## config.mk

```make
export PLATFORM = sky130hd
export DESIGN_NAME = dual_channel_block_average_calibrate
export DESIGN_NICKNAME = d
export VERILOG_FILES = /design/src/design/dcbac_pkg.sv /design/src/design/dual_channel_block_average_calibrate.sv /design/src/design/dcbac_regs.sv /design/src/design/dcbac_accum.sv /design/src/design/dcbac_chan.sv
export SDC_FILE = /design/constraint.sdc
export NUM_CORES = 2
export LEC_CHECK = 0
export BUFFER_PORTS_ARGS = -buffer_cell sky130_fd_sc_hd__buf_4
export CAP_MARGIN = 20
export CORE_MARGIN = 4
export CORE_UTILIZATION = 32
export DETAILED_ROUTE_END_ITERATION = 10
export GPL_ROUTABILITY_DRIVEN = 0
export GPL_TIMING_DRIVEN = 0
export PLACE_DENSITY = 0.58
export SETUP_SLACK_MARGIN = 0.05
export SYNTH_ARGS = -nofsm -noshare
export SYNTH_HDL_FRONTEND = slang
export SYNTH_SLANG_ARGS = --single-unit
```

## constraint.sdc

```tcl
create_clock -name clk_i -period 14.17 [get_ports clk_i]
set_input_delay 2.1255 -clock clk_i [delete_from_list [all_inputs] [get_ports clk_i]]
set_output_delay 2.1255 -clock clk_i [all_outputs]
set_load 0.02 [all_outputs]
```

## src/design/dcbac_pkg.sv

```systemverilog
// Shared widths, register map and types for the dual-channel block average
// and calibration block. No dependencies.
package dcbac_pkg;

  localparam int SAMPLE_W = 12;
  localparam int SUM_W    = 18;
  localparam int REG_W    = 15;
  localparam int AVG_W    = 12;
  localparam int DIFF_W   = 17;
  localparam int PROD_W   = 33;
  localparam int OUT_W    = 30;
  localparam int ADDR_W   = 4;
  localparam int DATA_W   = 32;

  localparam logic [REG_W-1:0] BIAS_RESET = REG_W'(0);
  localparam logic [REG_W-1:0] GAIN_RESET = REG_W'(256);

  // Saturation bounds of a result, in product width
  localparam logic signed [PROD_W-1:0] OUT_MAX =
    {{(PROD_W-OUT_W+1){1'b0}}, {(OUT_W-1){1'b1}}};
  localparam logic signed [PROD_W-1:0] OUT_MIN =
    {{(PROD_W-OUT_W+1){1'b1}}, {(OUT_W-1){1'b0}}};

  // Register index (byte address bits [3:2])
  typedef enum logic [1:0] {
    REG_VOLT_BIAS = 2'd0,
    REG_VOLT_GAIN = 2'd1,
    REG_AMP_BIAS  = 2'd2,
    REG_AMP_GAIN  = 2'd3
  } reg_idx_e;

  typedef struct packed {
    logic [REG_W-1:0] volt_bias;
    logic [REG_W-1:0] volt_gain;
    logic [REG_W-1:0] amp_bias;
    logic [REG_W-1:0] amp_gain;
  } cfg_t;

endpackage

```

## src/design/dual_channel_block_average_calibrate.sv

```systemverilog
// Dual-channel block average with bias and gain calibration, top level.
// A block's result passes through the block capture, divide, gain multiply and
// saturate/output registers in that order; a stage holds its item while out_stall_i stalls it.
// Throughput: one item per cycle while in_stall_o is low; one result per BLOCK_LEN items.
// Reset clears sums, counter and pipeline valids; gains reset to 1.0 (256),
// biases to 0.
module dual_channel_block_average_calibrate #(
  parameter int BLOCK_LEN = 50
) (
  input  logic                            clk_i,
  input  logic                            rst_ni,
  input  logic                            psel,
  input  logic                            penable,
  input  logic                            pwrite,
  input  logic [dcbac_pkg::ADDR_W-1:0]    paddr,
  input  logic [dcbac_pkg::DATA_W-1:0]    pwdata,
  output logic [dcbac_pkg::DATA_W-1:0]    prdata,
  output logic                            pready,
  input  logic                            in_valid_i,
  output logic                            in_stall_o,
  input  logic [dcbac_pkg::SAMPLE_W-1:0]  volt_sample_i,
  input  logic [dcbac_pkg::SAMPLE_W-1:0]  amp_sample_i,
  output logic                            out_valid_o,
  input  logic                            out_stall_i,
  output logic [dcbac_pkg::OUT_W-1:0]     volt_value_o,
  output logic [dcbac_pkg::OUT_W-1:0]     amp_value_o
);
  import dcbac_pkg::*;

  cfg_t             cfg;
  logic             accept, last;
  logic [SUM_W-1:0] vblk, ablk;
  logic             blk_v_q, avg_v_q, prod_v_q, out_v_q;
  logic             blk_rdy, avg_rdy, prod_rdy, out_rdy;

  dcbac_regs u_regs (
    .clk_i   (clk_i),
    .rst_ni  (rst_ni),
    .psel    (psel),
    .penable (penable),
    .pwrite  (pwrite),
    .paddr   (paddr),
    .pwdata  (pwdata),
    .prdata  (prdata),
    .pready  (pready),
    .cfg_o   (cfg)
  );

  // Stage ready chain: a stage takes new data when empty or draining
  assign out_rdy  = !out_v_q  || !out_stall_i;
  assign prod_rdy = !prod_v_q || out_rdy;
  assign avg_rdy  = !avg_v_q  || prod_rdy;
  assign blk_rdy  = !blk_v_q  || avg_rdy;

  assign in_stall_o = !blk_rdy;
  assign accept     = in_valid_i && blk_rdy;

  dcbac_accum #(.BLOCK_LEN(BLOCK_LEN)) u_accum (
    .clk_i         (clk_i),
    .rst_ni        (rst_ni),
    .accept_i      (accept),
    .volt_sample_i (volt_sample_i),
    .amp_sample_i  (amp_sample_i),
    .last_o        (last),
    .volt_blk_o    (vblk),
    .amp_blk_o     (ablk)
  );

  dcbac_chan #(.BLOCK_LEN(BLOCK_LEN)) u_volt (
    .clk_i     (clk_i),
    .avg_en_i  (avg_rdy && blk_v_q),
    .prod_en_i (prod_rdy && avg_v_q),
    .out_en_i  (out_rdy && prod_v_q),
    .blk_sum_i (vblk),
    .bias_i    (cfg.volt_bias),
    .gain_i    (cfg.volt_gain),
    .value_o   (volt_value_o)
  );

  dcbac_chan #(.BLOCK_LEN(BLOCK_LEN)) u_amp (
    .clk_i     (clk_i),
    .avg_en_i  (avg_rdy && blk_v_q),
    .prod_en_i (prod_rdy && avg_v_q),
    .out_en_i  (out_rdy && prod_v_q),
    .blk_sum_i (ablk),
    .bias_i    (cfg.amp_bias),
    .gain_i    (cfg.amp_gain),
    .value_o   (amp_value_o)
  );

  // Advance the stage valids
  always_ff @(posedge clk_i or negedge rst_ni) begin
    if (!rst_ni) begin
      blk_v_q  <= 1'b0;
      avg_v_q  <= 1'b0;
      prod_v_q <= 1'b0;
      out_v_q  <= 1'b0;
    end else begin
      if (blk_rdy)  blk_v_q  <= accept && last;
      if (avg_rdy)  avg_v_q  <= blk_v_q;
      if (prod_rdy) prod_v_q <= avg_v_q;
      if (out_rdy)  out_v_q  <= prod_v_q;
    end
  end

  assign out_valid_o = out_v_q;

  a_blk_source: assert property (@(posedge clk_i) disable iff (!rst_ni)
    $rose(blk_v_q) |-> $past(accept && last))
    else $error("block stage filled without a closing item");

  a_prod_hold: assert property (@(posedge clk_i) disable iff (!rst_ni)
    (out_v_q && out_stall_i && prod_v_q) |=> prod_v_q)
    else $error("product stage dropped an item under stall");

endmodule

```

## src/design/dcbac_regs.sv

```systemverilog
// APB-style configuration registers: biases and gains of both channels.
// Depends on dcbac_pkg.
module dcbac_regs (
  input  logic                          clk_i,
  input  logic                          rst_ni,
  input  logic                          psel,
  input  logic                          penable,
  input  logic                          pwrite,
  input  logic [dcbac_pkg::ADDR_W-1:0]  paddr,
  input  logic [dcbac_pkg::DATA_W-1:0]  pwdata,
  output logic [dcbac_pkg::DATA_W-1:0]  prdata,
  output logic                          pready,
  output dcbac_pkg::cfg_t               cfg_o
);
  import dcbac_pkg::*;

  cfg_t     cfg_q;
  logic     wr_en;
  reg_idx_e idx;

  assign pready = 1'b1;
  assign wr_en  = psel && penable && pwrite && pready;
  assign idx    = reg_idx_e'(paddr[3:2]);
  assign cfg_o  = cfg_q;

  // Write the addressed register, keeping the low 15 bits
  always_ff @(posedge clk_i or negedge rst_ni) begin
    if (!rst_ni) begin
      cfg_q.volt_bias <= BIAS_RESET;
      cfg_q.volt_gain <= GAIN_RESET;
      cfg_q.amp_bias  <= BIAS_RESET;
      cfg_q.amp_gain  <= GAIN_RESET;
    end else if (wr_en) begin
      unique case (idx)
        REG_VOLT_BIAS: cfg_q.volt_bias <= pwdata[REG_W-1:0];
        REG_VOLT_GAIN: cfg_q.volt_gain <= pwdata[REG_W-1:0];
        REG_AMP_BIAS:  cfg_q.amp_bias  <= pwdata[REG_W-1:0];
        REG_AMP_GAIN:  cfg_q.amp_gain  <= pwdata[REG_W-1:0];
        default:       ;
      endcase
    end
  end

  // Read back the addressed register
  always_comb begin
    unique case (idx)
      REG_VOLT_BIAS: prdata = DATA_W'(cfg_q.volt_bias);
      REG_VOLT_GAIN: prdata = DATA_W'(cfg_q.volt_gain);
      REG_AMP_BIAS:  prdata = DATA_W'(cfg_q.amp_bias);
      REG_AMP_GAIN:  prdata = DATA_W'(cfg_q.amp_gain);
      default:       prdata = '0;
    endcase
  end

endmodule

```

## src/design/dcbac_accum.sv

```systemverilog
// Running sums and sample counter of both channels; captures the finished
// block sums when the last sample of a block arrives. Depends on dcbac_pkg.
module dcbac_accum #(
  parameter int BLOCK_LEN = 50
) (
  input  logic                            clk_i,
  input  logic                            rst_ni,
  input  logic                            accept_i,
  input  logic [dcbac_pkg::SAMPLE_W-1:0]  volt_sample_i,
  input  logic [dcbac_pkg::SAMPLE_W-1:0]  amp_sample_i,
  output logic                            last_o,
  output logic [dcbac_pkg::SUM_W-1:0]     volt_blk_o,
  output logic [dcbac_pkg::SUM_W-1:0]     amp_blk_o
);
  import dcbac_pkg::*;

  localparam int CNT_W = (BLOCK_LEN > 2) ? $clog2(BLOCK_LEN) : 1;
  localparam logic [CNT_W-1:0] CNT_LAST = CNT_W'(BLOCK_LEN - 1);

  logic [CNT_W-1:0] cnt_q, cnt_d;
  logic [SUM_W-1:0] vsum_q, vsum_d, asum_q, asum_d;
  logic [SUM_W-1:0] vadd, aadd;
  logic [SUM_W-1:0] vblk_q, ablk_q;

  assign last_o     = (cnt_q == CNT_LAST);
  assign vadd       = vsum_q + SUM_W'(volt_sample_i);
  assign aadd       = asum_q + SUM_W'(amp_sample_i);
  assign volt_blk_o = vblk_q;
  assign amp_blk_o  = ablk_q;

  // Accumulate, or clear at the end of a block
  always_comb begin
    cnt_d  = cnt_q;
    vsum_d = vsum_q;
    asum_d = asum_q;
    if (accept_i) begin
      if (last_o) begin
        cnt_d  = '0;
        vsum_d = '0;
        asum_d = '0;
      end else begin
        cnt_d  = cnt_q + 1'b1;
        vsum_d = vadd;
        asum_d = aadd;
      end
    end
  end

  always_ff @(posedge clk_i or negedge rst_ni) begin
    if (!rst_ni) begin
      cnt_q  <= '0;
      vsum_q <= '0;
      asum_q <= '0;
    end else begin
      cnt_q  <= cnt_d;
      vsum_q <= vsum_d;
      asum_q <= asum_d;
    end
  end

  // Hold the finished block sums for the divide stage
  always_ff @(posedge clk_i) begin
    if (accept_i && last_o) begin
      vblk_q <= vadd;
      ablk_q <= aadd;
    end
  end

  a_cnt_range: assert property (@(posedge clk_i) disable iff (!rst_ni)
    cnt_q <= CNT_LAST) else $error("sample counter passed block length");

  a_cnt_wrap: assert property (@(posedge clk_i) disable iff (!rst_ni)
    (accept_i && last_o) |=> (cnt_q == '0 && vsum_q == '0 && asum_q == '0))
    else $error("block end did not clear sums and counter");

endmodule

```

## src/design/dcbac_chan.sv

```systemverilog
// Datapath of one channel: divide the block sum by the block length
// (reciprocal multiply), subtract bias, multiply by gain, saturate.
// Depends on dcbac_pkg.
module dcbac_chan #(
  parameter int BLOCK_LEN = 50
) (
  input  logic                          clk_i,
  input  logic                          avg_en_i,
  input  logic                          prod_en_i,
  input  logic                          out_en_i,
  input  logic [dcbac_pkg::SUM_W-1:0]   blk_sum_i,
  input  logic [dcbac_pkg::REG_W-1:0]   bias_i,
  input  logic [dcbac_pkg::REG_W-1:0]   gain_i,
  output logic [dcbac_pkg::OUT_W-1:0]   value_o
);
  import dcbac_pkg::*;

  // Exact floor division for any SUM_W-bit dividend
  localparam int  SHIFT   = SUM_W + $clog2(BLOCK_LEN);
  localparam int  RECIP_W = SUM_W + 1;
  localparam int  MUL_W   = SUM_W + RECIP_W;
  localparam logic [RECIP_W-1:0] RECIP =
    RECIP_W'(((64'd1 << SHIFT) + 64'(BLOCK_LEN) - 64'd1) / 64'(BLOCK_LEN));

  logic [MUL_W-1:0]          quot_full;
  logic [AVG_W-1:0]          avg_q;
  logic signed [DIFF_W-1:0]  diff;
  logic signed [PROD_W-1:0]  diff_x, gain_x, prod_d, prod_q;
  logic [OUT_W-1:0]          sat_d, out_q;

  assign quot_full = MUL_W'(blk_sum_i) * MUL_W'(RECIP);

  // Average of the block
  always_ff @(posedge clk_i) begin
    if (avg_en_i) avg_q <= quot_full[SHIFT +: AVG_W];
  end

  // Remove bias and apply gain
  assign diff   = $signed(DIFF_W'(avg_q))
                - $signed({{(DIFF_W-REG_W){bias_i[REG_W-1]}}, bias_i});
  assign diff_x = PROD_W'(diff);
  assign gain_x = $signed(PROD_W'(gain_i));
  assign prod_d = diff_x * gain_x;

  always_ff @(posedge clk_i) begin
    if (prod_en_i) prod_q <= prod_d;
  end

  // Clamp to the signed result range
  always_comb begin
    if (prod_q > OUT_MAX)      sat_d = OUT_MAX[OUT_W-1:0];
    else if (prod_q < OUT_MIN) sat_d = OUT_MIN[OUT_W-1:0];
    else                       sat_d = prod_q[OUT_W-1:0];
  end

  always_ff @(posedge clk_i) begin
    if (out_en_i) out_q <= sat_d;
  end

  assign value_o = out_q;

endmodule
```

After elaboration in Yosys (flattened, before gate mapping)
Cells that the tools add are included.

storage, ports and cells
  bits in registers = 292
  input bits = 67
  output and inout bits = 95
  logic and storage cells = 64

cells by class
  add/subtract/negate cells = 5
  $mul = 4
  $lt $le $gt $ge = 4
  equal/unequal tests = 4
  mux-type cells = 6
  reduce and logical (&&, ||, !) cells = 22

operators with widths
  cell                                                  number
  one-hot mux 32 bit (4 select lines)                   1
  multiplier 18 x 19 -> 36 bit, second input constant   2
  > comparator 33 x 30 -> 1 bit, second input constant  2
  < comparator 33 x 30 -> 1 bit, second input constant  2
  multiplier 16 x 16 -> 32 bit                          2
  2-to-1 mux 30 bit                                     2
  adder 18 x 12 -> 18 bit                               2
  2-to-1 mux 18 bit                                     2
  subtractor 13 x 15 -> 16 bit                          2
  AND reduction 2 bit                                   4
  logical AND 1 bit                                     7
  adder 6 x 1 -> 6 bit, second input constant           1
  == test 6 bit, second input constant                  1
  logical NOT 1 bit                                     6
  2-to-1 mux 6 bit                                      1
  == test 2 bit, second input constant                  2
  logical OR 1 bit                                      4
  == test 2 x 1 -> 1 bit, second input constant         1
  logical NOT 2 bit                                     1

Longest topological paths before layout
  depth in word-level cells = 7
  depth in mapped cells = 36
  mapped depth without buffers = 34

Cells and area by module
From an unflattened synthesis, not the netlist that was laid out.

second synthesis, totals
  cells, all modules = 4270
  area total of the unflattened synthesis = 43401.6 µm²

by module, submodules not included
  module                                instances  cells each  area each (µm²)  seq. area each (µm²)
  dcbac_chan at u_volt                  1          1856        18200.0          2222.1
  dcbac_chan at u_amp                   1          1820        17914.7          2222.1
  dcbac_accum                           1          405         4277.9           2132.0
  dcbac_regs                            1          172         2829.0           1503.9
  dual_channel_block_average_calibrate  1          17          180.2            100.1

Worst setup path after synthesis
Ideal clock, no wire load.

  path type = flip-flop to flip-flop
  start = register u_regs.cfg_q (netlist bit u_regs.cfg_o[45])
  end = register u_volt.prod_q[30] (data pin)
  library setup time = 0.258 ns
  arrival = 7.878 ns
  data required time = 13.912 ns
  path slack = 6.035 ns
  cell stages (with the launch flop) = 33
  path buffers = 2
  period minus slack after synthesis = 8.135 ns
  cells stage by stage = dfrtp_1 ha_1 fa_1 nor2b_1 o21ai_0 a21boi_0 o21ai_0 a21oi_1 o2111ai_1 a311oi_1 xnor2_1 buf_2 nand2_1 fa_1 fa_1 inv_1 fa_1 fa_1 fa_1 inv_1 fa_1 inv_1 ha_1 clkbuf_1 and4_1 nand2_1 or4_1 o211a_1 o21ai_1 nand4_1 nand4b_1 a21oi_1 xnor2_1

between the ends
  word-level cells in the longest chain between the ends = 2

ends and longest elaborated chain
  what                          RTL line          source
  start: declaration            dcbac_regs.sv:17  cfg_t cfg_q;
  subtractor 13 x 15 -> 16 bit  dcbac_chan.sv:40  - $signed({{(DIFF_W-REG_W){bias_i[REG_W-1]}}, bias_i});
  multiplier 16 x 16 -> 32 bit  dcbac_chan.sv:43  assign prod_d = diff_x * gain_x;
  net u_volt.prod_d[30]         dcbac_chan.sv:28  logic signed [PROD_W-1:0] diff_x, gain_x, prod_d, prod_q;
  end signal: assignment        dcbac_chan.sv:46  if (prod_en_i) prod_q <= prod_d;
  end: declaration              dcbac_chan.sv:28

The timed path passes the listed nets, and every way through them passes these cells.
A chain may end at the register's enable or synchronous reset.

Final worst setup path
  start = register u_regs.cfg_q (netlist bit u_regs.cfg_o[46])
  end = register u_volt.prod_q[30] (data pin)

The elaborated chain is that of the path after synthesis.

==> metrics.md <==
| Metric | Value |
|---|---|
| Post-synth EDFFs | `184` |
| Post-route DRC | `0` |
| Final hold vios | `0` |
| Vias | `28351` |
| Status | `complete, no violations` |
| Initial DRC Count | `1443` |
| Die ar. | `139000 um2` |
| Least-Margin Pin Slew | `0.996 ns` |
| Hold_buf cts | `0` |
| Period minus WS final | `9.49 ns` |
| CP Max Fanout | `10` |
| Die W | `373 um` |
| Startpoint types | `register` |
| Antenna violations before repair | `6` |
| Post-CTS Setup Inserts | `0` |
| I/O pins | `162` |
| Max-Cap Viols | `0` |
| CTS tree | `done` |
| Clk slew on worst S/H paths | `0.06 ns` |
| Critical path class | `register to register` |
| Post-synthesis sequential area ratio | `19.2%` |
| Largest net degree at the start of global routing | `86` |
| Core Box Area | `132000 um2` |
| First-pass GRT wire length | `164000 um` |
| RSZ-0062 raised after global routing | `false` |
| Initial Utilization | `32.3%` |
| Register Area | `8180 um2` |
| Final Setup Violations | `0` |
| Setup TNS | `0 ns` |
| CP max stage cell | `fa_1` |
| Footprint of the multi-input gates | `30300 um2` |
| Crit path top cell by count | `fa_1` |
| Worst-Skew Late Latency | `0.62 ns` |
| Post-synth top flop | `edfxtp_1` |
| Number of H-tree levels | `2` |
| Max frequency | `105 MHz` |
| Max incr delay on CP | `0.67 ns` |
| HP Class | `register to register` |
| Share of layout cells above drive strength 1 | `7.05%` |
| CTS root buf | `clkbuf_16` |
| GRT Overall Usage | `14.7%` |
| Arrival time worst endpoint | `9.83 ns` |
| Family with the most delay on the worst path | `adder cells` |
| Slew Viols, Final | `0` |
| Syn avg cell area | `10.2 um2` |
| Register bit count reported by yosys | `290` |
| Layout Nets | `5670` |
| Yosys cell types | `76` |
| Area Overhead vs Synth | `10.8%` |
| TritonCTS Sinks | `290` |
| Clock Path Buffers | `3` |
| Post-Syn Area | `42700 um2` |
| Vias per cell | `4.60` |
| Relative slew margins | `33.1%` |
| Chip Height | `373 um` |
| Pre-Repair DR Iteration Count | `5` |
| Final period utilization | `67.0%` |
| # resized after CTS | `0` |
| Site row count | `133` |
| WL final | `100000 um` |
| Post-detail-place hpwl | `84800 um` |
| Worst Skew | `0.0423 ns` |
| Gr ovfl total | `0` |
| Ys Warns | `0` |
| Vias in the first global route | `30145` |
| Fillers | `13326` |
| Required @ worst endpoint | `14.51 ns` |
| Post-DRT Antenna Nets | `0` |
| CTS Buf Count | `37` |
| WL/cell | `16.3 um` |
| Bufs and invs on worst path | `6` |
| Crit. End Element | `register` |
| Post-synthesis async set-or-reset flop share | `36.6%` |
| Cells after Synth | `4186` |
| Port bufs | `122` |
worst register-to-register path: cells and delay by family, from the launching register on:
kind                     cells  cell delay (ns)
flip-flops                   1             0.43
buffers and inverters        6             1.08
AO/OA/AOI/OAI                9             2.05
adder cells (fa/ha/maj)      8             3.67
XOR/XNOR                     1             0.13
AND/OR/NAND/NOR              8             1.86
path summary, 6_finish.rpt:
kind                                        start           endpoint  slack (ns)  cells after the start
min in group asynchronous                  rst_ni  u_accum.vsum_q[5]        1.39                      1
worst max register to register   u_regs.cfg_o[46]  u_volt.prod_q[30]        4.68                     32
worst min register to register  u_accum.asum_q[2]  u_accum.asum_q[2]        0.47                      2
worst min-delay path            u_accum.asum_q[2]  u_accum.asum_q[2]        0.47                      2
max in group asynchronous                  rst_ni   u_regs.cfg_o[49]       12.03                      2
worst max-delay path             u_regs.cfg_o[46]  u_volt.prod_q[30]        4.68                     32
layer usage:
layer,share of wire (%),global-route usage [%],up-vias
met5,0.027,0,-
met4,3.0,4.44,4
met3,6.5,3.24,138
met2,45,23.5,606
met1,45,20.1,14283
li1,-,-,13320
cells in the mapped netlist (20+ instances only):
cell type	count	area, um2
nor3_1	21	105
a21o_1	34	255
nor2b_1	64	400
xnor2_1	125	1090
dfrtp_1	104	2600
o21ai_0	82	410
a22o_1	20	175
xor2_1	38	333
edfxtp_1	184	5530
a21oi_1	84	420
and2_1	215	1350
mux2_2	49	552
nor2_1	210	788
ha_1	516	6460
nand3_1	34	170
nand2_1	297	1110
fa_1	716	14300
clkbuf_1	111	417
nand2b_1	25	156
inv_1	991	3720
area by class of cell:
type / instances / area share (%)
Tap cell: 1755 / 4.64
Antenna cell: 4 / 0.0212
Buffer: 141 / 1.28
Inverter: 991 / 7.86
Clock inverter: 19 / 0.386
Sequential cell: 290 / 17.3
Timing Repair Buffer: 130 / 2.26
Multi-Input combinational cell: 2780 / 64.0
Clock buffer: 49 / 2.25
sequential cells by signal, summed over array words and instances, names as in the netlist:
register,flops
u_accum.amp_blk_o,18
u_volt.avg_q,12
u_accum.volt_blk_o,18
u_regs.cfg_o,60
u_amp.avg_q,12
prod_v_q,1
u_amp.prod_q,32
u_accum.cnt_q,6
u_volt.value_o,30
avg_v_q,1
u_volt.prod_q,32
u_accum.asum_q,18
blk_v_q,1
u_amp.value_o,30
u_accum.vsum_q,18
out_valid_o,1
layout by cell type, fill, tap and decap left out, types with 18 or more instances in the layout:
cell type  Yosys  final
and2_1       215    215
a22o_1        20     20
nand2_1      297    297
ha_1         516    516
o21ai_0       82     82
fa_1         716    716
mux2_2        49     49
clkbuf_16      0     39
nand3_1       34     34
dfrtp_1      104    104
a21o_1        34     34
buf_4         18    139
clkbuf_1     111    116
xor2_1        38     38
nand2b_1      25     25
conb_1         2     18
a21oi_1       84     84
edfxtp_1     184    184
nor2b_1       64     63
inv_1        991    991
nor2_1       210    209
nor3_1        21     21
xnor2_1      125    125
cells by family (layout without fill, tap and decap cells):
group           Yosys count  in the layout  share of synthesized area [%]
fa+ha+maj              1241           1241                           48.9
xor+xnor                163            163                           3.34
simple gates            951            951                           11.0
compound gates          343            343                           5.39
mux                      64             64                           2.08
buf+inv                1132           1330                           10.1
other cells               2             22                         0.0176
flops                   290            290                           19.2
through the flow:
step	setup WS [ns]	hold WS (ns)	instance area [um2]	util [%]	instances
final	4.68	0.472	47300	35.8	6159
after global placement	3.05	0.454	45900	34.8	6079
after global routing	4.13	0.514	47300	35.8	6155
after CTS	4.67	0.477	47300	35.8	6154
after detailed placement	4.73	0.464	46000	34.9	6086
after floorplan	6.03	0.435	42700	-	4202
Power is not shown: default switching activity piles up to over one toggle a cycle in this logic, so the estimate is an artifact.
